### src/sv/lifo_pkg.sv
// ----------------------------------------------------------------------------
// lifo_pkg
// Shared types and codes for the lifo stack with count and search unit.
// ----------------------------------------------------------------------------
package lifo_pkg;

    typedef enum logic [1:0] {
        REQ_PUSH  = 2'd0,
        REQ_POP   = 2'd1,
        REQ_COUNT = 2'd2,
        REQ_INDEX = 2'd3
    } req_t;

    typedef enum logic [1:0] {
        S_IDLE,
        S_SCAN,
        S_FINISH
    } state_t;

    localparam logic [1:0] STATUS_OK         = 2'd0;
    localparam logic [1:0] STATUS_POP_EMPTY  = 2'd1;
    localparam logic [1:0] STATUS_PUSH_FULL  = 2'd2;

    localparam logic [4:0] COUNT_MAX = 5'd31;
    localparam logic [4:0] INDEX_MAX = 5'd15;
    localparam logic [4:0] INDEX_NONE = 5'h1f;

endpackage

### src/sv/lifo_stack_with_count_and_search_unit.sv
// ----------------------------------------------------------------------------
// lifo_stack_with_count_and_search_unit
// Bounded stack of signed 32-bit values with match count and top-down search.
// ----------------------------------------------------------------------------
// Usage:
//   Input channel (in_valid / in_stall) carries req_type and item_value.
//   Output channel (out_valid / out_stall) carries status, match_count,
//   match_index and store_empty, one result beat per request beat.
//   Push writes the entry memory, and push and pop update the fill level at
//   the accept edge; the result is loaded into the output register in the
//   S_FINISH state. Count and index requests read the entry memory through
//   its single read port, one entry per cycle from the top down.
//   One request is in work at a time; in_stall is high while it runs.
//   A finished result waits in the output register while out_stall is high;
//   the next request may already be accepted, and its result waits until
//   the output register is taken.
//   Reset empties the store and drops any pending result; the entry memory
//   itself is not cleared, entries are only read after they were pushed.
// ----------------------------------------------------------------------------
module lifo_stack_with_count_and_search_unit
    import lifo_pkg::*;
#(
    parameter int DEPTH = 16
) (
    input  logic               clk,
    input  logic               rst_n,
    input  logic               in_valid,
    output logic               in_stall,
    input  logic [1:0]         req_type,
    input  logic signed [31:0] item_value,
    output logic               out_valid,
    input  logic               out_stall,
    output logic [1:0]         status,
    output logic [4:0]         match_count,
    output logic signed [4:0]  match_index,
    output logic               store_empty
);

    localparam int AW = $clog2(DEPTH);
    localparam int LW = $clog2(DEPTH + 1);
    localparam int CW = (LW > 5) ? LW : 5;
    localparam int PW = (AW > 5) ? AW : 5;

    logic [31:0] mem [DEPTH];
    logic [31:0] mem_q;

    state_t state_reg, state_next;

    logic [LW-1:0] fill_reg;
    logic [LW-1:0] fill_dec;
    req_t          req_reg;
    logic [31:0]   val_reg;
    logic [1:0]    stat_reg;
    logic [LW-1:0] issue_left_reg;
    logic [AW-1:0] addr_reg;
    logic [AW-1:0] pos_reg;
    logic          rd_valid_reg;
    logic [AW-1:0] rd_pos_reg;
    logic [LW-1:0] cnt_reg;
    logic          found_reg;
    logic [AW-1:0] hit_pos_reg;
    logic          out_valid_reg;

    logic          accept;
    logic          issue;
    logic          out_load;
    logic          wr_en;
    logic          is_full;
    logic          is_empty;
    req_t          req_in;
    logic          hit;
    logic [CW-1:0] cnt_ext;
    logic [PW-1:0] pos_ext;
    logic [4:0]    count_res;
    logic [4:0]    index_res;

    assign req_in   = req_t'(req_type);
    assign fill_dec = fill_reg - LW'(1);
    assign is_full  = (fill_reg == LW'(DEPTH));
    assign is_empty = (fill_reg == '0);
    assign accept   = in_valid && !in_stall;
    assign wr_en    = accept && (req_in == REQ_PUSH) && !is_full;
    assign hit      = rd_valid_reg && (mem_q == val_reg);

    // next state
    always_comb
    begin
        state_next = state_reg;
        unique case (state_reg)
            S_IDLE:
            begin
                if (accept)
                begin
                    if ((req_in == REQ_COUNT || req_in == REQ_INDEX) && !is_empty)
                        state_next = S_SCAN;
                    else
                        state_next = S_FINISH;
                end
            end
            S_SCAN:
            begin
                if (issue_left_reg == '0)
                    state_next = S_FINISH;
            end
            S_FINISH:
            begin
                if (!out_valid_reg || !out_stall)
                    state_next = S_IDLE;
            end
            default: state_next = S_IDLE;
        endcase
    end

    // control outputs
    always_comb
    begin
        in_stall = 1'b1;
        issue    = 1'b0;
        out_load = 1'b0;
        unique case (state_reg)
            S_IDLE:   in_stall = 1'b0;
            S_SCAN:   issue    = (issue_left_reg != '0);
            S_FINISH: out_load = !out_valid_reg || !out_stall;
            default:  in_stall = 1'b1;
        endcase
    end

    // entry memory
    always_ff @(posedge clk)
    begin
        if (wr_en)
            mem[fill_reg[AW-1:0]] <= item_value;
        mem_q <= mem[addr_reg];
    end

    always_ff @(posedge clk or negedge rst_n)
    begin
        if (!rst_n)
        begin
            state_reg     <= S_IDLE;
            fill_reg      <= '0;
            out_valid_reg <= 1'b0;
            rd_valid_reg  <= 1'b0;
        end
        else
        begin
            state_reg    <= state_next;
            rd_valid_reg <= issue;
            if (accept)
            begin
                if (req_in == REQ_PUSH && !is_full)
                    fill_reg <= fill_reg + LW'(1);
                else if (req_in == REQ_POP && !is_empty)
                    fill_reg <= fill_dec;
            end
            if (out_load)
                out_valid_reg <= 1'b1;
            else if (!out_stall)
                out_valid_reg <= 1'b0;
        end
    end

    // request and scan datapath
    always_ff @(posedge clk)
    begin
        if (accept)
        begin
            req_reg        <= req_in;
            val_reg        <= item_value;
            issue_left_reg <= fill_reg;
            addr_reg       <= fill_dec[AW-1:0];
            pos_reg        <= '0;
            cnt_reg        <= '0;
            found_reg      <= 1'b0;
            hit_pos_reg    <= '0;
            if (req_in == REQ_PUSH && is_full)
                stat_reg <= STATUS_PUSH_FULL;
            else if (req_in == REQ_POP && is_empty)
                stat_reg <= STATUS_POP_EMPTY;
            else
                stat_reg <= STATUS_OK;
        end
        else
        begin
            if (issue)
            begin
                issue_left_reg <= issue_left_reg - LW'(1);
                addr_reg       <= addr_reg - AW'(1);
                pos_reg        <= pos_reg + AW'(1);
            end
            if (hit)
            begin
                cnt_reg <= cnt_reg + LW'(1);
                if (!found_reg)
                begin
                    found_reg   <= 1'b1;
                    hit_pos_reg <= rd_pos_reg;
                end
            end
        end
        rd_pos_reg <= pos_reg;
    end

    // saturate results to field range
    always_comb
    begin
        cnt_ext = CW'(cnt_reg);
        pos_ext = PW'(hit_pos_reg);
        count_res = (cnt_ext > CW'(COUNT_MAX)) ? COUNT_MAX : cnt_ext[4:0];
        if (!found_reg)
            index_res = INDEX_NONE;
        else
            index_res = (pos_ext > PW'(INDEX_MAX)) ? INDEX_MAX : pos_ext[4:0];
    end

    // output register
    always_ff @(posedge clk)
    begin
        if (out_load)
        begin
            status      <= stat_reg;
            store_empty <= is_empty;
            match_count <= (req_reg == REQ_COUNT) ? count_res : 5'd0;
            match_index <= (req_reg == REQ_INDEX) ? index_res : 5'd0;
        end
    end

    assign out_valid = out_valid_reg;

endmodule
### config.mk
export PLATFORM = sky130hd
export DESIGN_NAME = lifo_stack_with_count_and_search_unit
export DESIGN_NICKNAME = d
export VERILOG_FILES = /design/src/sv/lifo_pkg.sv /design/src/sv/lifo_stack_with_count_and_search_unit.sv
export SDC_FILE = /design/constraint.sdc
export NUM_CORES = 1
export LEC_CHECK = 0
export BUFFER_PORTS_ARGS = -buffer_cell sky130_fd_sc_hd__buf_2
export CORE_MARGIN = 8
export CORE_UTILIZATION = 62
export CTS_CLUSTER_SIZE = 25
export DETAILED_ROUTE_END_ITERATION = 12
export GPL_TIMING_DRIVEN = 1
export PLACE_DENSITY = 0.91
export SLEW_MARGIN = 5
export SYNTH_ARGS = -nofsm -noshare
export SYNTH_HDL_FRONTEND = slang
export SYNTH_SLANG_ARGS = --single-unit
### constraint.sdc
create_clock -name clk -period 5 [get_ports clk]
set_input_delay 0.5 -clock clk [delete_from_list [all_inputs] [get_ports clk]]
set_output_delay 0.5 -clock clk [all_outputs]
set_load 0.01 [all_outputs]
Word-level counts from Yosys, hierarchy flattened. Memory sizes are Yosys's and may differ from the RTL's. A register that Yosys moved wholly into a read port is not among the register bits. Index checks and enable logic that the tools add are counted.

Register bits after elaboration: 85. Bits in latches: 0. RAM bits: 512. ROM bits: 0. Output and inout port bits: 15. Logic and storage cells: 86. Memories kept: 1.

Add/sub/neg operators: 6. Multiply operators: 0. Divide/modulo/power cells: 0. Order comparisons: 1. Equal/unequal tests: 13. Shift-type cells: 0. Muxes and demuxes: 21. Bitwise gates (word level): 1. Reduce and logical (&&, ||, !) cells: 25.

Memory list: mem (depth 16, bits a word 32, read ports 1, clocked after Yosys merged registers in 1, wr ports 1, RTL line lifo_stack_with_count_and_search_unit.sv:44) `logic [31:0] mem [DEPTH];`.

Operator list (count): == test 32 bit (1); two-way mux 5 bit (6); adder 5 x 1 -> 5 bit (second input constant) (2); == test 2 bit (second input constant) (5); logical NOT 5 bit (2); subtractor 5 x 1 -> 5 bit (second input constant) (2); logical AND 1 bit (9); two-way mux 1 bit (8); two-way mux 2 bit (4); two-way mux 4 bit (2); != test 2 bit (second input constant) (3); case mux 2 bit (3 select lines) (1); == test 5 bit (second input constant) (1); > comparator 5 bit (second input constant) (1); nonzero test 5 bit (1); adder 4 x 1 -> 4 bit (second input constant) (1); == test 2 x 1 -> 1 bit (second input constant) (2); logical NOT 1 bit (4); logical NOT 2 bit (2); AND reduction 2 bit (2); nonzero test 2 bit (2); subtractor 4 x 1 -> 4 bit (second input constant) (1); AND reduction 3 bit (1); logical OR 1 bit (2); 2 further kinds (2).

Logic depth before layout (Yosys ltp). Gate-level depths: netlist of the first run.

Word-level depth: 6. Gate-level depth with buffers: 8. Mapped depth without buffers: 7.

Worst setup path after synthesis of the first run. OpenSTA, ideal clock, no wires.

Kind: register to register. From: register fill_reg[0]. To: memory mem[0][0] (enable). Setup time: 0.461 ns. Arrival: 3.803 ns. Required time: 4.539 ns. Setup slack: 0.736 ns. Cell stages (with the launch flop): 9. Buffers on the path: 1. Clock period less this slack: 4.264 ns. Path through: dfrtp_1 -> inv_1 -> ha_1 -> or3b_2 -> clkbuf_1 -> o21ai_1 -> nor2_1 -> nand2_1 -> nor3_1.

Word-level cells in the longest chain between the ends: 5.

RTL lines: start: declaration (RTL line lifo_stack_with_count_and_search_unit.sv:49) `logic [LW-1:0] fill_reg;`; start signal: assignment (RTL line lifo_stack_with_count_and_search_unit.sv:152) `fill_reg <= fill_reg + LW'(1);`; start signal: assignment (RTL line lifo_stack_with_count_and_search_unit.sv:154) `fill_reg <= fill_dec;`; == test 5 bit (RTL line lifo_stack_with_count_and_search_unit.sv:79) `assign is_full = (fill_reg == LW'(DEPTH));`; logical NOT 1 bit (RTL line lifo_stack_with_count_and_search_unit.sv:82) `assign wr_en = accept && (req_in == REQ_PUSH) && !is_full;`; logical AND 1 bit (RTL line lifo_stack_with_count_and_search_unit.sv:82); two-way mux 1 bit (RTL line lifo_stack_with_count_and_search_unit.sv:131) `if (wr_en)`; two-way mux 1 bit (not written as such) (RTL line lifo_stack_with_count_and_search_unit.sv:132) `mem[fill_reg[AW-1:0]] <= item_value;`; end: declaration (RTL line lifo_stack_with_count_and_search_unit.sv:44).

Parallel ways exist; a longest one is shown, timed or not.

Worst setup path in the final report of the first run.
From: register fill_reg[0]. To: memory mem[3][10] (enable).

Same word-level chain as after synthesis.

==> impl_metrics.toml, run 1 <==
[run_status]
outcome = "completed"

[placement]
dp.cells = 1614
hpwl_mm = 32.18
place.gp.congestion = 0.8355
portBuffers = 52
post_dp_cell_area_sq_um = 24650

[sta]
min_period_ps = 3600
period_share = 0.7200
tightest_slew_ps = 1159
setup_violations = 0
fmax_mhz = 277.8
max_slew_margin = 0.2256
rsz0062_at_grt = "false"
finalHoldViolCount = 0
tns_ps = 0
clock_skew_ps = 15.74
slew_violations = 0

[global_route]
antenna_found_initial = 12
grt_pass1_vias = 11890
overflow = 0
grt_usage = 0.2556
grt_max_degree = 97
grt_pass1_wl_mm = 81.30

[synthesis]
synth-seq-area-share = 0.7730
yosysWarnings = 0
synth_cells = 1087
avgSynthCellArea_sq_um = 21.83
synth_top_flop_cell = "edfxtp_1"
synth_top_area_share = 0.7213
yosysTopAreaCell = "edfxtp_1"
ys_top_cells_by_count = "edfxtp_1, mux4_2, dfxtp_1"
synth.most_common_cell = "edfxtp_1"
synthArstFlopShare = 0.01431
ys_seq_elements = 629
synth_nets = 1135
synth-edff-count = 570
syn_area_sq_um = 23730
synthDistinctLibCells = 40
synthTopCellsByArea = "edfxtp_1, mux4_2, dfxtp_1"

[die]
ios = 53
fp.dieH_um = 211.6
core_region_area_sq_um = 37670
die_area_sq_um = 44790
start_util = 0.6300
rows = 71
die_x_um = 211.6

[clocking]
cts-root-buf = "clkbuf_16"
cts_setup_buffers = 0
cts-htree-levels = 2
cts_tree = "done"
cts-resized-gates = 0
cts_buffers = 59
clk_pin_slew_ps = 60
insertion_delay_ps = 600
cts_hold_buffers = 1
cts_sinks = 629
clockBufferDepth = 3

[layout]
post-route-util = 0.7041
drive_above_1_share = 0.2663
final_area_sq_um = 26520
stdcell_count = 1725
syn2layout_area_growth_pct = 11.75
largest_reg_flops = 512
final_nets = 1213

[power_and_ir_drop]
power_leakage_nw = 8.503
power_mw = 14.60
peakVddDrop_mv = 0.6874
power_density_nw_per_um2 = 550.4

[critical_path]
slowest_delay_ps = 630
worstPathArrival_ps = 3850
path_cells = "inv_1 -> ha_1 -> or3b_2 -> o21ai_1 -> nor2_1 -> nand2_1 -> nor3_2 -> buf_4"
crit_path_start_kind = "flip-flop"
cp_slowest_cell = "nor3_2"
cp-end-kind = "flip-flop"
required_ps = 5250
crit_fanout = 25
critPathKind = "reg2reg"

[routing]
drc = 0
wirelength_mm = 56.15
wl_per_cell_um = 32.55
vias = 11550
vias_per_cell = 6.697
ant_nets = 0
drtIter0Drc = 1692
dr.pass1.iters = 6

[flow_run]
maxCapViolations = 0

[worst_hold_path]
hold_class = "in2reg"
==> layout make-up <==
cell class | instances | area, sq um
Clock inverter | 26 | 222.7
Sequential cell | 629 | 18340
Fill cell | 2094 | 11150
Clock buffer | 83 | 1629
Tap cell | 511 | 639.4
Inverter | 18 | 67.56
Timing Repair Buffer | 63 | 370.4
Antenna cell | 1 | 2.502
Multi-Input combinational cell | 394 | 5245
==> through the flow <==
stage          setup slack, ps  hold WS (ps)
2_1_floorplan            736.3         204.4
3_3_place_gp              1676         356.7
3_5_place_dp              1555         363.9
4_1_cts                   1465         119.9
5_1_grt                   1293         151.2
6_report                  1400         150.8
==> routing by layer <==
metal  track usage  wire [um]  vias to the layer above
li1              -          -                     4650
met1        0.3296      19620                     5937
met2        0.4096      27650                      783
met3       0.08311       6835                      161
met4       0.08914       1908                       22
met5             0        146                        -
==> worst max-delay path, delay by kind of cell, from the launching register on <==
| kind | cells | cell delay, ps |
|---|---|---|
| and+or+nand+nor | 4 | 1630 |
| AOI/OAI and AO/OA | 1 | 170 |
| DFF | 1 | 520 |
| buffers and inverters | 2 | 650 |
| adders and majority gates | 1 | 260 |
==> placed cells by master (no fill, tap or decap), drive strengths merged, types with 16 or more instances in the layout <==
master,netlist,routed
edfxtp,570,570
buf,16,62
dfxtp,50,50
mux4,160,160
clkinv,0,21
inv,18,18
a21oi,21,21
nand2,16,16
nor4,16,16
nor2,32,32
xor2,30,30
clkbuf,30,83
==> logic make-up after synthesis <==
logic type / synth area share
simple gates: 0.03053
buf+inv: 0.01065
mux: 0.1540
flops: 0.7730
fa+ha+maj: 0.005273
xor+xnor: 0.01587
compound gates: 0.01076
==> path summary, 6_finish.rpt <==
check | end | cells after the start | from | slack (ps)
hold / removal | out_valid | 3 | out_stall | 150
setup reg to reg | mem[3][10] | 8 | fill_reg[0] | 1400
setup / recovery | mem[3][10] | 8 | fill_reg[0] | 1400
hold reg to reg | rd_pos_reg[3] | 0 | pos_reg[3] | 370
max in group asynchronous | fill_reg[4] | 2 | rst_n | 4510
min in group asynchronous | fill_reg[3] | 2 | rst_n | 300
==> where the power goes <==
group          total, mW  internal, mW  switching (mW)  leakage (nW)
Combinational       3.76          1.67            2.08          1.92
Sequential          6.48          6.19           0.290          5.68
Clock               4.36          2.47            1.89         0.910
Power figures use the tool's default switching activity.
==> run 2, diff against run 1 <==
==> constraint.sdc (replaced) <==
create_clock -name clk -period 3.45 [get_ports clk]
set_input_delay 0.345 -clock clk [delete_from_list [all_inputs] [get_ports clk]]
set_output_delay 0.345 -clock clk [all_outputs]
set_load 0.01 [all_outputs]
==> run 2 against run 1 <==
  * Combinational power increased by 51%
  * Critical path depth unchanged
  * Final cell count increased by 1.4%
  * Sequential power increased by 44%
  * Clock power increased by 40%
  * Clock skew increased by 7.5 ps
  * Critical path type unchanged
==> impl_metrics.toml, run 2 (synthesized netlist as in run 1, its figures left out) <==
[critical_path]
reg2reg_slack_ps = 160
worstPathArrival_ps = 3550
cp_top_family = "simple AND/OR/NAND/NOR gates"
crit_path_start_kind = "flip-flop"
worstPathBufferInverterCount = 2
critPathKind = "reg2reg"
cp-end-kind = "flip-flop"
crit_fanout = 21
path_cells = "inv_1 -> ha_1 -> or3b_2 -> o21ai_1 -> nor2_1 -> nand2_1 -> nor3_4 -> buf_4"
cp_slowest_cell = "dfrtp_1"
required_ps = 3710
slowest_delay_ps = 510

[global_route]
overflow = 0
grt.busiest_layer = "met2"
use_met1 = 0.3577
grt_pass1_vias = 11850
grt_pass1_wl_mm = 82.75
grt_usage = 0.2590
gr-usage-met3 = 0.06463
antenna_found_initial = 8
grt_max_degree = 47
grt.met2_usage = 0.4116

[clocking]
cts_setup_buffers = 0
cts_sinks = 629
cts-root-buf = "clkbuf_16"
insertion_delay_ps = 610
cts_buffers = 57
clk_pin_slew_ps = 60
cts_tree = "done"
clockBufferDepth = 3
cts-htree-levels = 2

[die]
rows = 71
die_area_sq_um = 44790
start_util = 0.6300
core_region_area_sq_um = 37670
die_x_um = 211.6
fp.dieH_um = 211.6
ios = 53

[flow_run]
maxCapViolations = 0

[routing]
drtIter0Drc = 1581
vias_per_cell = 6.759
wl_per_cell_um = 32.69
wirelength_mm = 57.22
drc = 0
dr.pass1.iters = 5
vias = 11830
ant_nets = 0

[layout]
final_common_cell = "edfxtp_1"
largest_reg_flops = 512
fillers = 2041
multiInputGateArea_sq_um = 5270
seqCellArea_sq_um = 18340
syn2layout_area_growth_pct = 13.58
final_nets = 1241
final_cell_mix = "edfxtp_1, mux4_2, clkbuf_16"
drive_above_1_share = 0.2838

[sta]
tns_ps = 0
slew_violations = 0
rsz0062_at_grt = "false"
period_share = 0.9542
max_slew_margin = 0.2508
clock_skew_ps = 23.20
finalHoldViolCount = 0
min_period_ps = 3292
whs_ps = 141.1
tightest_slew_ps = 1124
fmax_mhz = 303.8
setup_violations = 0

[placement]
place.gp.congestion = 0.8461
hpwl_mm = 32.74
portBuffers = 52

[power_and_ir_drop]
power_leakage_nw = 8.688
power_mw = 21.12
power_density_nw_per_um2 = 783.6
peakVddDrop_mv = 0.5080

[run_status]
outcome = "completed"

[worst_hold_path]
hold_class = "in2async"
==> run 2: final cells by class <==
class                      count  area share
antenna                        2   0.0001857
timing repair buffer          93     0.03120
sequential                   629      0.6806
tap                          511     0.02372
clock buffer                  73     0.05863
inverter                      18    0.002507
multi-input combinational    394      0.1955
clock inverter                30    0.007660
==> run 2: timing repair <==
item	CTS	global route
hold buffers	4	0
resized for setup	0	0
endpoints found under the hold margin	12	0
==> run 2: report_power, final <==
group / leakage, nW / internal (mW) / switching, mW
Combinational: 2.13 / 2.58 / 3.09
Sequential: 5.68 / 8.97 / 0.394
Clock: 0.879 / 3.38 / 2.72
==> run 2: final timing paths <==
kind,startpoint,to,depth (start not counted)
setup / recovery,fill_reg[0],mem[3][4],8
hold / removal,rst_n,fill_reg[2],2
setup reg to reg,fill_reg[0],mem[3][4],8
hold reg to reg,pos_reg[3],rd_pos_reg[3],0
max in group asynchronous,rst_n,fill_reg[1],2
min in group clk,item_value[0],mem[14][0],1
==> run 2: per-stage QoR <==
| stage | area [sq um] | utilization | cells | setup WS [ps] |
|---|---|---|---|---|
| 2_1_floorplan | 23750 | - | 1087 | 42.51 |
| 3_3_place_gp | 25120 | 0.6669 | 1641 | 579.6 |
| 3_5_place_dp | 25120 | 0.6669 | 1641 | 427.5 |
| 4_1_cts | 26950 | 0.7154 | 1748 | 282.1 |
| 5_1_grt | 26950 | 0.7154 | 1748 | 34.92 |
| 6_report | 26950 | 0.7156 | 1750 | 158.1 |
==> run 2: per-layer routing <==
layer	routed length, um	vias to the layer above
met3	6923	133
met2	28050	885
met5	48	-
li1	-	4694
met1	20510	6109
met4	1691	8
